**config.mk**
```make
export PLATFORM = sky130hd
export DESIGN_NAME = linear_key_value_table_core
export DESIGN_NICKNAME = d
export VERILOG_FILES = /design/src/design/lkv_pkg.sv /design/src/design/lkv_mem.sv /design/src/design/linear_key_value_table_core.sv
export SDC_FILE = /design/constraint.sdc
export NUM_CORES = 2
export LEC_CHECK = 0
export BUFFER_PORTS_ARGS = -buffer_cell sky130_fd_sc_hd__buf_2
export CORE_MARGIN = 3
export CORE_UTILIZATION = 45
export CTS_CLUSTER_DIAMETER = 80
export CTS_CLUSTER_SIZE = 12
export DETAILED_ROUTE_END_ITERATION = 7
export SLEW_MARGIN = 25
export SYNTH_ARGS = -nofsm -noshare
export SYNTH_HDL_FRONTEND = slang
export SYNTH_HIERARCHICAL = 1
export SYNTH_SLANG_ARGS = --single-unit
```
**constraint.sdc**
```tcl
create_clock -name clk -period 8.4 [get_ports clk]
set_clock_uncertainty 0.2 [all_clocks]
set_input_delay 0.84 -clock clk [delete_from_list [all_inputs] [get_ports clk]]
set_output_delay 0.84 -clock clk [all_outputs]
set_load 0.02 [all_outputs]
```
**src/design/lkv_pkg.sv**
```systemverilog
// ----------------------------------------------------------------------------
// lkv_pkg
// Shared constants, operation and status codes, and the entry memory request
// type of the linear key-value table.
// ----------------------------------------------------------------------------
package lkv_pkg;

  localparam int CAPACITY    = 16;
  localparam int KEY_WIDTH   = 32;
  localparam int VALUE_WIDTH = 32;

  localparam int IDX_W = (CAPACITY > 1) ? $clog2(CAPACITY) : 1;
  localparam int CNT_W = $clog2(CAPACITY + 1);
  localparam int ENT_W = KEY_WIDTH + VALUE_WIDTH;

  localparam logic [CNT_W-1:0] CAP_CNT = CNT_W'(CAPACITY);

  // operation codes
  localparam logic [2:0] FN_LOOKUP = 3'd0;
  localparam logic [2:0] FN_ACCESS = 3'd1;
  localparam logic [2:0] FN_WRITE  = 3'd2;
  localparam logic [2:0] FN_DELETE = 3'd3;
  localparam logic [2:0] FN_CLEAR  = 3'd4;

  // result status codes
  localparam logic [1:0] STS_OK      = 2'd0;
  localparam logic [1:0] STS_EMPTY   = 2'd1;
  localparam logic [1:0] STS_MISSING = 2'd2;
  localparam logic [1:0] STS_FULL    = 2'd3;

  // entry layout: key in the low bits, value above it
  typedef struct packed {
    logic             we;
    logic [IDX_W-1:0] waddr;
    logic [ENT_W-1:0] wdata;
    logic [IDX_W-1:0] raddr;
  } mem_req_t;

endpackage

```
**src/design/lkv_mem.sv**
```systemverilog
// ----------------------------------------------------------------------------
// lkv_mem
// Entry store: one write port, one read port with registered read data.
// ----------------------------------------------------------------------------
module lkv_mem (
  input  logic                         clk,
  input  lkv_pkg::mem_req_t            req,
  output logic [lkv_pkg::ENT_W-1:0]    rdata
);

  logic [lkv_pkg::ENT_W-1:0] mem [lkv_pkg::CAPACITY];
  logic [lkv_pkg::ENT_W-1:0] rdata_r;

  always_ff @(posedge clk) begin
    if (req.we) begin
      mem[req.waddr] <= req.wdata;
    end
    rdata_r <= mem[req.raddr];
  end

  assign rdata = rdata_r;

endmodule

```
**src/design/linear_key_value_table_core.sv**
```systemverilog
// ----------------------------------------------------------------------------
// linear_key_value_table_core
// Key-value table held as a packed list of entries in one memory, searched
// from entry 0 upward by a small sequencer with one key comparator.
// ----------------------------------------------------------------------------
//  channel | direction | payload
//  in_     | slave     | tuser: func; tdata: key, wr_value
//  out_    | master    | tdata: rd_value, found, entry_count, status
//
//  a scan reads one entry a cycle through the memory read port, from entry 0
//  upward, and stops at the first match; an empty table skips the scan. a
//  delete that hits then moves the later entries down, one read and one write
//  a cycle (none move when it hits the last entry). in_tready is high only
//  while the sequencer is idle.
//  a finished result waits in the output register while a new transaction is
//  taken in; the sequencer holds its next result until that register is free.
//  reset empties the table at once; no clearing pass is needed.
// ----------------------------------------------------------------------------
module linear_key_value_table_core (
  input  logic        clk,
  input  logic        rst_n,
  input  logic        in_tvalid,
  output logic        in_tready,
  input  logic [2:0]  in_tuser,   // [2:0] func
  input  logic [63:0] in_tdata,   // [31:0] key, [63:32] wr_value
  output logic        out_tvalid,
  input  logic        out_tready,
  output logic [39:0] out_tdata   // [31:0] rd_value, [32] found,
                                  // [37:33] entry_count, [39:38] status
);

  localparam int KW = lkv_pkg::KEY_WIDTH;
  localparam int VW = lkv_pkg::VALUE_WIDTH;
  localparam int CW = lkv_pkg::CNT_W;
  localparam int IW = lkv_pkg::IDX_W;

  localparam logic [2:0] S_IDLE  = 3'd0;
  localparam logic [2:0] S_SCAN  = 3'd1;
  localparam logic [2:0] S_EXEC  = 3'd2;
  localparam logic [2:0] S_SHIFT = 3'd3;
  localparam logic [2:0] S_RESP  = 3'd4;

  logic [2:0]    state_r, state_nxt;
  logic [CW-1:0] count_r, count_nxt;
  logic [2:0]    func_r, func_nxt;
  logic [KW-1:0] key_r, key_nxt;
  logic [VW-1:0] wval_r, wval_nxt;
  logic [CW-1:0] scan_idx_r, scan_idx_nxt;
  logic          chk_r, chk_nxt;
  logic [CW-1:0] chk_idx_r, chk_idx_nxt;
  logic          hit_r, hit_nxt;
  logic [CW-1:0] pos_r, pos_nxt;
  logic [VW-1:0] hit_val_r, hit_val_nxt;
  logic [VW-1:0] res_val_r, res_val_nxt;
  logic [1:0]    res_sts_r, res_sts_nxt;
  logic [CW-1:0] sh_idx_r, sh_idx_nxt;
  logic          pend_r, pend_nxt;
  logic [CW-1:0] pend_addr_r, pend_addr_nxt;

  logic          out_valid_r, out_valid_nxt;
  logic [31:0]   out_val_r, out_val_nxt;
  logic          out_found_r, out_found_nxt;
  logic [4:0]    out_cnt_r, out_cnt_nxt;
  logic [1:0]    out_sts_r, out_sts_nxt;

  lkv_pkg::mem_req_t          mem_req;
  logic [lkv_pkg::ENT_W-1:0]  mem_rdata;
  logic [KW-1:0]              rd_key;
  logic [VW-1:0]              rd_val;
  logic                       in_xact;
  logic [63:0]                key_ext, wval_ext, res_ext, cnt_ext;
  logic [VW-1:0]              ins_val;

  lkv_mem u_mem (
    .clk   (clk),
    .req   (mem_req),
    .rdata (mem_rdata)
  );

  assign rd_key   = mem_rdata[KW-1:0];
  assign rd_val   = mem_rdata[lkv_pkg::ENT_W-1:KW];
  assign in_tready = (state_r == S_IDLE);
  assign in_xact  = in_tvalid && in_tready;
  assign key_ext  = 64'(in_tdata[31:0]);
  assign wval_ext = 64'(in_tdata[63:32]);
  assign res_ext  = 64'(res_val_r);
  assign cnt_ext  = 64'(count_r);
  assign ins_val  = (func_r == lkv_pkg::FN_WRITE) ? wval_r : '0;

  always_comb begin
    state_nxt     = state_r;
    count_nxt     = count_r;
    func_nxt      = func_r;
    key_nxt       = key_r;
    wval_nxt      = wval_r;
    scan_idx_nxt  = scan_idx_r;
    chk_nxt       = 1'b0;
    chk_idx_nxt   = chk_idx_r;
    hit_nxt       = hit_r;
    pos_nxt       = pos_r;
    hit_val_nxt   = hit_val_r;
    res_val_nxt   = res_val_r;
    res_sts_nxt   = res_sts_r;
    sh_idx_nxt    = sh_idx_r;
    pend_nxt      = 1'b0;
    pend_addr_nxt = pend_addr_r;
    out_valid_nxt = out_valid_r && !out_tready;
    out_val_nxt   = out_val_r;
    out_found_nxt = out_found_r;
    out_cnt_nxt   = out_cnt_r;
    out_sts_nxt   = out_sts_r;
    mem_req.we    = 1'b0;
    mem_req.waddr = pend_addr_r[IW-1:0];
    mem_req.wdata = mem_rdata;
    mem_req.raddr = scan_idx_r[IW-1:0];

    case (state_r)
      S_IDLE: begin
        if (in_xact) begin
          func_nxt   = in_tuser;
          key_nxt    = key_ext[KW-1:0];
          wval_nxt   = wval_ext[VW-1:0];
          scan_idx_nxt = '0;
          hit_nxt    = 1'b0;
          hit_val_nxt = '0;
          pos_nxt    = '0;
          state_nxt  = (count_r == '0) ? S_EXEC : S_SCAN;
        end
      end
      S_SCAN: begin
        // issue one read a cycle, compare the entry read last cycle
        if (scan_idx_r < count_r) begin
          scan_idx_nxt = scan_idx_r + 1'b1;
          chk_nxt      = 1'b1;
          chk_idx_nxt  = scan_idx_r;
        end
        if (chk_r) begin
          if (rd_key == key_r) begin
            hit_nxt     = 1'b1;
            pos_nxt     = chk_idx_r;
            hit_val_nxt = rd_val;
            chk_nxt     = 1'b0;
            state_nxt   = S_EXEC;
          end else if (chk_idx_r == count_r - 1'b1) begin
            chk_nxt   = 1'b0;
            state_nxt = S_EXEC;
          end
        end
      end
      S_EXEC: begin
        res_val_nxt = '0;
        res_sts_nxt = lkv_pkg::STS_OK;
        state_nxt   = S_RESP;
        case (func_r)
          lkv_pkg::FN_ACCESS, lkv_pkg::FN_WRITE: begin
            if (hit_r) begin
              if (func_r == lkv_pkg::FN_WRITE) begin
                mem_req.we    = 1'b1;
                mem_req.waddr = pos_r[IW-1:0];
                mem_req.wdata = {wval_r, key_r};
                res_val_nxt   = wval_r;
              end else begin
                res_val_nxt = hit_val_r;
              end
            end else if (count_r == lkv_pkg::CAP_CNT) begin
              res_sts_nxt = lkv_pkg::STS_FULL;
            end else begin
              mem_req.we    = 1'b1;
              mem_req.waddr = count_r[IW-1:0];
              mem_req.wdata = {ins_val, key_r};
              res_val_nxt   = ins_val;
              count_nxt     = count_r + 1'b1;
            end
          end
          lkv_pkg::FN_DELETE: begin
            if (count_r == '0) begin
              res_sts_nxt = lkv_pkg::STS_EMPTY;
            end else if (!hit_r) begin
              res_sts_nxt = lkv_pkg::STS_MISSING;
            end else begin
              sh_idx_nxt = pos_r + 1'b1;
              state_nxt  = S_SHIFT;
            end
          end
          lkv_pkg::FN_CLEAR: begin
            if (count_r == '0) begin
              res_sts_nxt = lkv_pkg::STS_EMPTY;
            end else begin
              count_nxt = '0;
            end
          end
          default: begin
            res_val_nxt = hit_r ? hit_val_r : '0;
          end
        endcase
      end
      S_SHIFT: begin
        // read entry i+1, write it to entry i in the next cycle
        mem_req.raddr = sh_idx_r[IW-1:0];
        mem_req.we    = pend_r;
        if (sh_idx_r < count_r) begin
          sh_idx_nxt    = sh_idx_r + 1'b1;
          pend_nxt      = 1'b1;
          pend_addr_nxt = sh_idx_r - 1'b1;
        end else if (!pend_r) begin
          count_nxt = count_r - 1'b1;
          state_nxt = S_RESP;
        end
      end
      S_RESP: begin
        if (!out_valid_r || out_tready) begin
          out_valid_nxt = 1'b1;
          out_val_nxt   = res_ext[31:0];
          out_found_nxt = hit_r;
          out_cnt_nxt   = cnt_ext[4:0];
          out_sts_nxt   = res_sts_r;
          state_nxt     = S_IDLE;
        end
      end
      default: begin
        state_nxt = S_IDLE;
      end
    endcase
  end

  always_ff @(posedge clk) begin
    if (!rst_n) begin
      state_r     <= S_IDLE;
      count_r     <= '0;
      chk_r       <= 1'b0;
      pend_r      <= 1'b0;
      out_valid_r <= 1'b0;
    end else begin
      state_r     <= state_nxt;
      count_r     <= count_nxt;
      chk_r       <= chk_nxt;
      pend_r      <= pend_nxt;
      out_valid_r <= out_valid_nxt;
    end
  end

  always_ff @(posedge clk) begin
    func_r      <= func_nxt;
    key_r       <= key_nxt;
    wval_r      <= wval_nxt;
    scan_idx_r  <= scan_idx_nxt;
    chk_idx_r   <= chk_idx_nxt;
    hit_r       <= hit_nxt;
    pos_r       <= pos_nxt;
    hit_val_r   <= hit_val_nxt;
    res_val_r   <= res_val_nxt;
    res_sts_r   <= res_sts_nxt;
    sh_idx_r    <= sh_idx_nxt;
    pend_addr_r <= pend_addr_nxt;
    out_val_r   <= out_val_nxt;
    out_found_r <= out_found_nxt;
    out_cnt_r   <= out_cnt_nxt;
    out_sts_r   <= out_sts_nxt;
  end

  assign out_tvalid = out_valid_r;
  assign out_tdata  = {out_sts_r, out_cnt_r, out_found_r, out_val_r};

  a_count_bound: assert property (@(posedge clk) disable iff (!rst_n)
    count_r <= lkv_pkg::CAP_CNT)
    else $error("entry count above capacity");

  a_accept_keeps_count: assert property (@(posedge clk) disable iff (!rst_n)
    in_xact |=> $stable(count_r))
    else $error("entry count moved on accept");

  a_write_only_when_busy: assert property (@(posedge clk) disable iff (!rst_n)
    mem_req.we |-> (state_r == S_EXEC || state_r == S_SHIFT))
    else $error("memory written outside exec or shift");

  a_delete_drops_one: assert property (@(posedge clk) disable iff (!rst_n)
    (state_r == S_SHIFT && state_nxt == S_RESP) |=>
      (count_r == $past(count_r) - 1'b1))
    else $error("delete did not remove exactly one entry");

  a_scan_in_range: assert property (@(posedge clk) disable iff (!rst_n)
    (state_r == S_SCAN && chk_r) |-> (chk_idx_r < count_r))
    else $error("scan compared an entry beyond the count");

endmodule

```
After elaboration in Yosys (flattened, before gate mapping)
Memory sizes are Yosys's and may differ from the RTL's. A register that Yosys moved wholly into a read port is not among the register bits.
Cells that the tools add are included.
{"block": "totals", "reg_bits": 209, "latch_bits": 0, "mem_bits_rw": 1024, "romBits": 0, "input_bits": 71, "elab_cells": 145, "mem_count": 1}
{"memory": "u_mem.mem", "words": 16, "width": 64, "read_ports": 1, "rd_clocked_by_memory_dff": 1, "write_ports": 1, "line_no": "lkv_mem.sv:11", "text": "logic [lkv_pkg::ENT_W-1:0] mem [lkv_pkg::CAPACITY];"}
{"block": "classes", "addsub": 6, "n_mul": 0, "div": 0, "order_cmp": 2, "n_eq_ne": 27, "n_shift": 0, "mux": 66, "bitwise_logic": 0, "reduce_logical": 22}
{"operator": "69-bit two-way mux", "count": 4}
{"operator": "32-bit two-way mux", "count": 8}
{"operator": "32-bit one-hot mux with 2 select lines", "count": 2}
{"operator": "68-bit two-way mux", "count": 1}
{"operator": "5-bit two-way mux", "count": 13}
{"operator": "5-bit one-hot mux with 2 select lines", "count": 5}
{"operator": "32-bit == test", "count": 1}
{"operator": "3-bit two-way mux", "count": 10}
{"operator": "5-bit by 1-bit adder with 5-bit output, second input constant", "count": 4}
{"operator": "2-bit != test, second input constant", "count": 9}
{"operator": "3-bit one-hot mux with 5 select lines", "count": 1}
{"operator": "1-bit two-way mux", "count": 13}
{"operator": "3-bit by 2-bit == test with 1-bit output, second input constant", "count": 4}
{"operator": "3-bit != test, second input constant", "count": 4}
{"operator": "2-bit AND reduction", "count": 6}
{"operator": "5-bit less-than comparator", "count": 2}
{"operator": "2-bit two-way mux", "count": 5}
{"operator": "7-bit AND reduction", "count": 1}
{"operator": "3-bit by 1-bit == test with 1-bit output, second input constant", "count": 2}
{"operator": "3-bit == test, second input constant", "count": 2}
{"operator": "2-bit one-hot mux with 3 select lines", "count": 1}
{"operator": "6-bit AND reduction", "count": 1}
{"operator": "5-bit == test", "count": 1}
{"operator": "5-bit == test, second input constant", "count": 1}
{"operator": "other kinds (16)", "count": 22}

Longest topological paths before layout
{"block": "logic_depth", "depth_word": 8, "depth_mapped": 12, "ltp_nobuf": 8}

Modules after synthesis
Netlist, hierarchy kept.
{"module": "lkv_mem", "n_inst": 1, "cells_each": 1647, "area_each_um2": 39581.7, "seq_area_each_um2": 32030.7}
{"module": "linear_key_value_table_core", "n_inst": 1, "cells_each": 776, "area_each_um2": 10079.7, "seq_area_each_um2": 6165.9}

Worst setup path before layout
No wires, ideal clock.
{"block": "synth_timing", "kind": "reg-to-reg", "from": "reg state_r[1]", "to": "mem u_mem/mem[0][0] (netlist bit) (enable)", "setup_ns": 0.565, "t_arrival_ns": 7.457, "required_ns": 7.635, "setup_slack_ns": 0.178, "path_stages_with_launch": 11, "n_path_buf": 3, "synth_period_minus_slack_ns": 8.222, "path_cell_list": "dfxtp_1 > buf_4 > nor3b_4 > nand3_2 > a21o_1 > a21o_1 > buf_6 > buf_2 > o2bb2ai_1 > or3b_2 > nor3_1"}
{"element": "start: declaration", "line_no": "linear_key_value_table_core.sv:43", "text": "logic [2:0] state_r, state_nxt;"}
{"element": "start signal: assignment", "line_no": "linear_key_value_table_core.sv:234", "text": "state_r <= state_nxt;"}
{"element": "end: declaration", "line_no": "lkv_mem.sv:11"}

==> key figures <==
Drt
  • WL/cell: 25.5 um
  • DRT iter0 DRCs: 2,130
  • First-pass DRT Iterations: 7
  • DRC Markers: 0
  • Wirelength, routed: 106 mm
  • Post-detailed-route via-to-cell ratio: 5.78
  • Routed Antenna Nets: 0
  • DR vias: 24,000

Die
  • Site Rows: 121
  • Num ports: 113
  • Placeable Area: 109,000 sq um
  • Die ar.: ~110,000 sq um
  • Width of the die: 338 um
  • Die Ht: between 300 and 400 um
  • Initial Util: 0.455

Worst setup path
  • CP required: approximately 8500 ps
  • CP most frequent cell: buf_4
  • Crit Reg-Reg Startpoint: count_r[0]$_SDFFE_PN0P_
  • Flop2flop setup slack: just under 3000 ps
  • R2R cell count: 10
  • Worst path max stage delay: 770 ps
  • CP Capture Point: u_mem/mem[11][18]$_DFFE_PP_
  • Reg2reg end: u_mem/mem[11][18]$_DFFE_PP_
  • Setup crit start kind: flip-flop
  • Crit path kind: flip-flop to flip-flop
  • Top fanout value on the critical path: 57
  • Slowest CP cell: nor2_4
  • Worst EP arrival: about 5600 ps
  • CP endpoint kind: flip-flop
  • CP startpoint: count_r[0]$_SDFFE_PN0P_
  • CP Cell Sequence: inv_1 > ha_1 > nor4bb_1 > buf_4 > a21o_1 > a21o_4 > o2bb2ai_1 > nand3b_1 > nor2_4 > buf_4

Timing
  • Fmax: between 150 and 200 MHz
  • Slew HR: 0.264
  • Hold Vio Cnt, Final: 0
  • Max-slew violations: 0
  • Hold_ws: 111 ps
  • Fin crit period: 5460 ps
  • Unrepaired setup endpoints after global routing: false
  • Setup_tns: 0 ps
  • Final Cycle Share: 0.650
  • Finish-stage setup viols: 0
  • Worst Tran Pin Value: roughly 1100 ps

Synthesis
  • Most frequent cell after synthesis: edfxtp_1
  • Yosys top cell area share: 0.739
  • Synth area leaders: edfxtp_1 74%, mux4_2 12%, dfxtp_1 3.0%
  • Biggest area consumer among synthesized cells: edfxtp_1
  • Synth cell types: 67
  • Seq/Total Area, Yosys: 0.769
  • Post-synth EDFFs: between 1,000 and 1,500
  • Mapped Area: 49,700 sq um
  • Main flop type after synthesis: edfxtp_1
  • Synth Warn #: 6
  • Synthesized flop and latch total: 1,297
  • Post-Syn Nets: approximately 2,500
  • Async S/R FF share, synth: 0
  • Synthesized area per cell: a little over 20 sq um
  • Cells after synthesis: 2,423
  • Most frequent cells after synthesis: 1,222 x edfxtp_1, 256 x mux4_2, 181 x a22oi_1, 125 x nand2_1, 75 x dfxtp_1

Clock network
  • Clk pin slew, worst setup/hold paths: 70 ps
  • Clock latency on the worst-skew pair: 700 ps
  • Post-CTS Setup Bufs: 0
  • CTS Hold Buffers Added: 0
  • Maximum buffer depth of the clock tree: 3
  • CTS Buf Count: 118
  • Post-CTS Resized: 0
  • CTS Sinks: 1,297
  • Root buffer cell: clkbuf_16
  • CTS tree: yes
  • H-Tree Depth: 3

Placed design
  • Dpl hpwl: roughly 59 mm
  • Area of placed instances: 52,000 sq um
  • GPL Wtd Cong: ~0.81
  • IO Port Bufs: 112
  • DP Cell Count: 3,930

Layout
  • Design area: 55,600 sq um
  • Final #Nets: 2,660
  • Non-Filler Instances: 4,154
  • Sequential Area: 38,200 sq um
  • Layout cells sized above 1: 0.245
  • FILL cells: between 8,000 and 9,000
  • Area growth syn-to-layout: 11.9%
  • Multi-input gate area: 10,900 sq um

Power
  • Worst vdd ir: between 300 and 400 uV
  • Power per cell area: between 300 and 400 nW/um^2
  • P_leak: ~0.018 uW

Global routing
  • Vias in the first global route: 25,038
  • Grt total ovfl: 0
  • First-pass GRT wire length: 160 mm
  • Initial antenna violation count: 1
  • GRT Util Overall: 0.184
  • Largest net degree at the start of global routing: ~140

Worst hold path
  • Hold Crit Start: in_tdata[3]
  • HP Class: input port to flip-flop

Run
  • Max-cap viol count: 0

Run status
  • Status: complete, no violations
-- metal layers --
| metal | share of wire | vias up | global-route usage |
|---|---|---|---|
| met5 | 0 | - | 0 |
| met4 | 0.019 | 0 | 0.0442 |
| met3 | 0.058 | 143 | 0.0254 |
| met2 | 0.49 | 772 | 0.304 |
| met1 | 0.43 | 12756 | 0.263 |
| li1 | - | 10329 | - |
-- cell families after synthesis --
group | after synthesis | share of synthesized area
flip-flops | 1297 | 0.769
multiplexers | 322 | 0.131
AO/OA/AOI/OAI | 317 | 0.0454
AND/OR/NAND/NOR | 272 | 0.0267
buffers and inverters | 151 | 0.0150
XOR/XNOR | 51 | 0.00915
adder cells (fa/ha/maj) | 13 | 0.00328
-- through the flow --
stage                      util  setup WS, ps  total power (uW)
after floorplan               -           178             12400
after global placement    0.476          3090             13700
after detailed placement  0.477          3040             13900
after CTS                 0.509          2980             18800
after global routing      0.509          2600             19500
final                     0.509          2940             18600
-- report_power, final --
| group | leakage [uW] | switching [uW] | internal [uW] | total, uW |
|---|---|---|---|---|
| sequential | 0.0117 | 337 | 8510 | 8850 |
| clock | 0.00165 | 2240 | 2710 | 4950 |
| combinational | 0.00438 | 2970 | 1880 | 4850 |
-- final cells by class --
type	instances	area share
antenna	1	0.0000450
clock buffer	216	0.0611
clock inverter	5	0.00180
inverter	15	0.00101
multi-input combinational	975	0.196
sequential	1297	0.687
tap	1476	0.0332
timing repair buffer	169	0.0191
-- worst min-delay path by stage --
stage | to | depth (start not counted)
2_1_floorplan | out_sts_r[0]$_DFFE_PP_ | 0
3_3_place_gp | out_val_r[16]$_DFFE_PP_ | 0
3_5_place_dp | out_val_r[22]$_DFFE_PP_ | 0
4_1_cts | key_r[1]$_DFFE_PP_ | 1
5_1_grt | key_r[30]$_DFFE_PP_ | 1
6_report | key_r[3]$_DFFE_PP_ | 1
-- cell usage in the layout (no fill, tap or decap), types with 13 or more instances in the layout --
cell,n
a21oi_1,14
a22o_1,23
a22oi_1,181
and3_1,41
buf_2,112
buf_4,50
clkbuf_1,94
clkbuf_16,121
dfxtp_1,75
edfxtp_1,1222
ha_1,13
inv_1,15
mux2_2,60
mux4_2,256
nand2_1,123
nand3_1,14
nor2_1,18
nor2_4,14
o21ai_0,56
xor2_1,40
-- critical path, delay by kind of cell, from the launching register on --
family / cells / cell delay (ps)
DFF: 1 / 430
adders and majority gates: 1 / 330
AOI/OAI and AO/OA: 3 / 1400
buffers and inverters: 3 / 1160
and+or+nand+nor: 3 / 1490
-- registers in the layout, summed over array words and instances, names as in the netlist, 4 cells and up --
signal / flops
chk_idx_r: 5
pend_addr_r: 4
scan_idx_r: 5
u_mem/rdata: 64
key_r: 32
out_cnt_r: 5
sh_idx_r: 5
pos_r: 5
u_mem/mem: 1024
res_val_r: 32
count_r: 5
out_val_r: 32
hit_val_r: 32
wval_r: 32
Note: power is estimated with default switching activity, not from simulation.
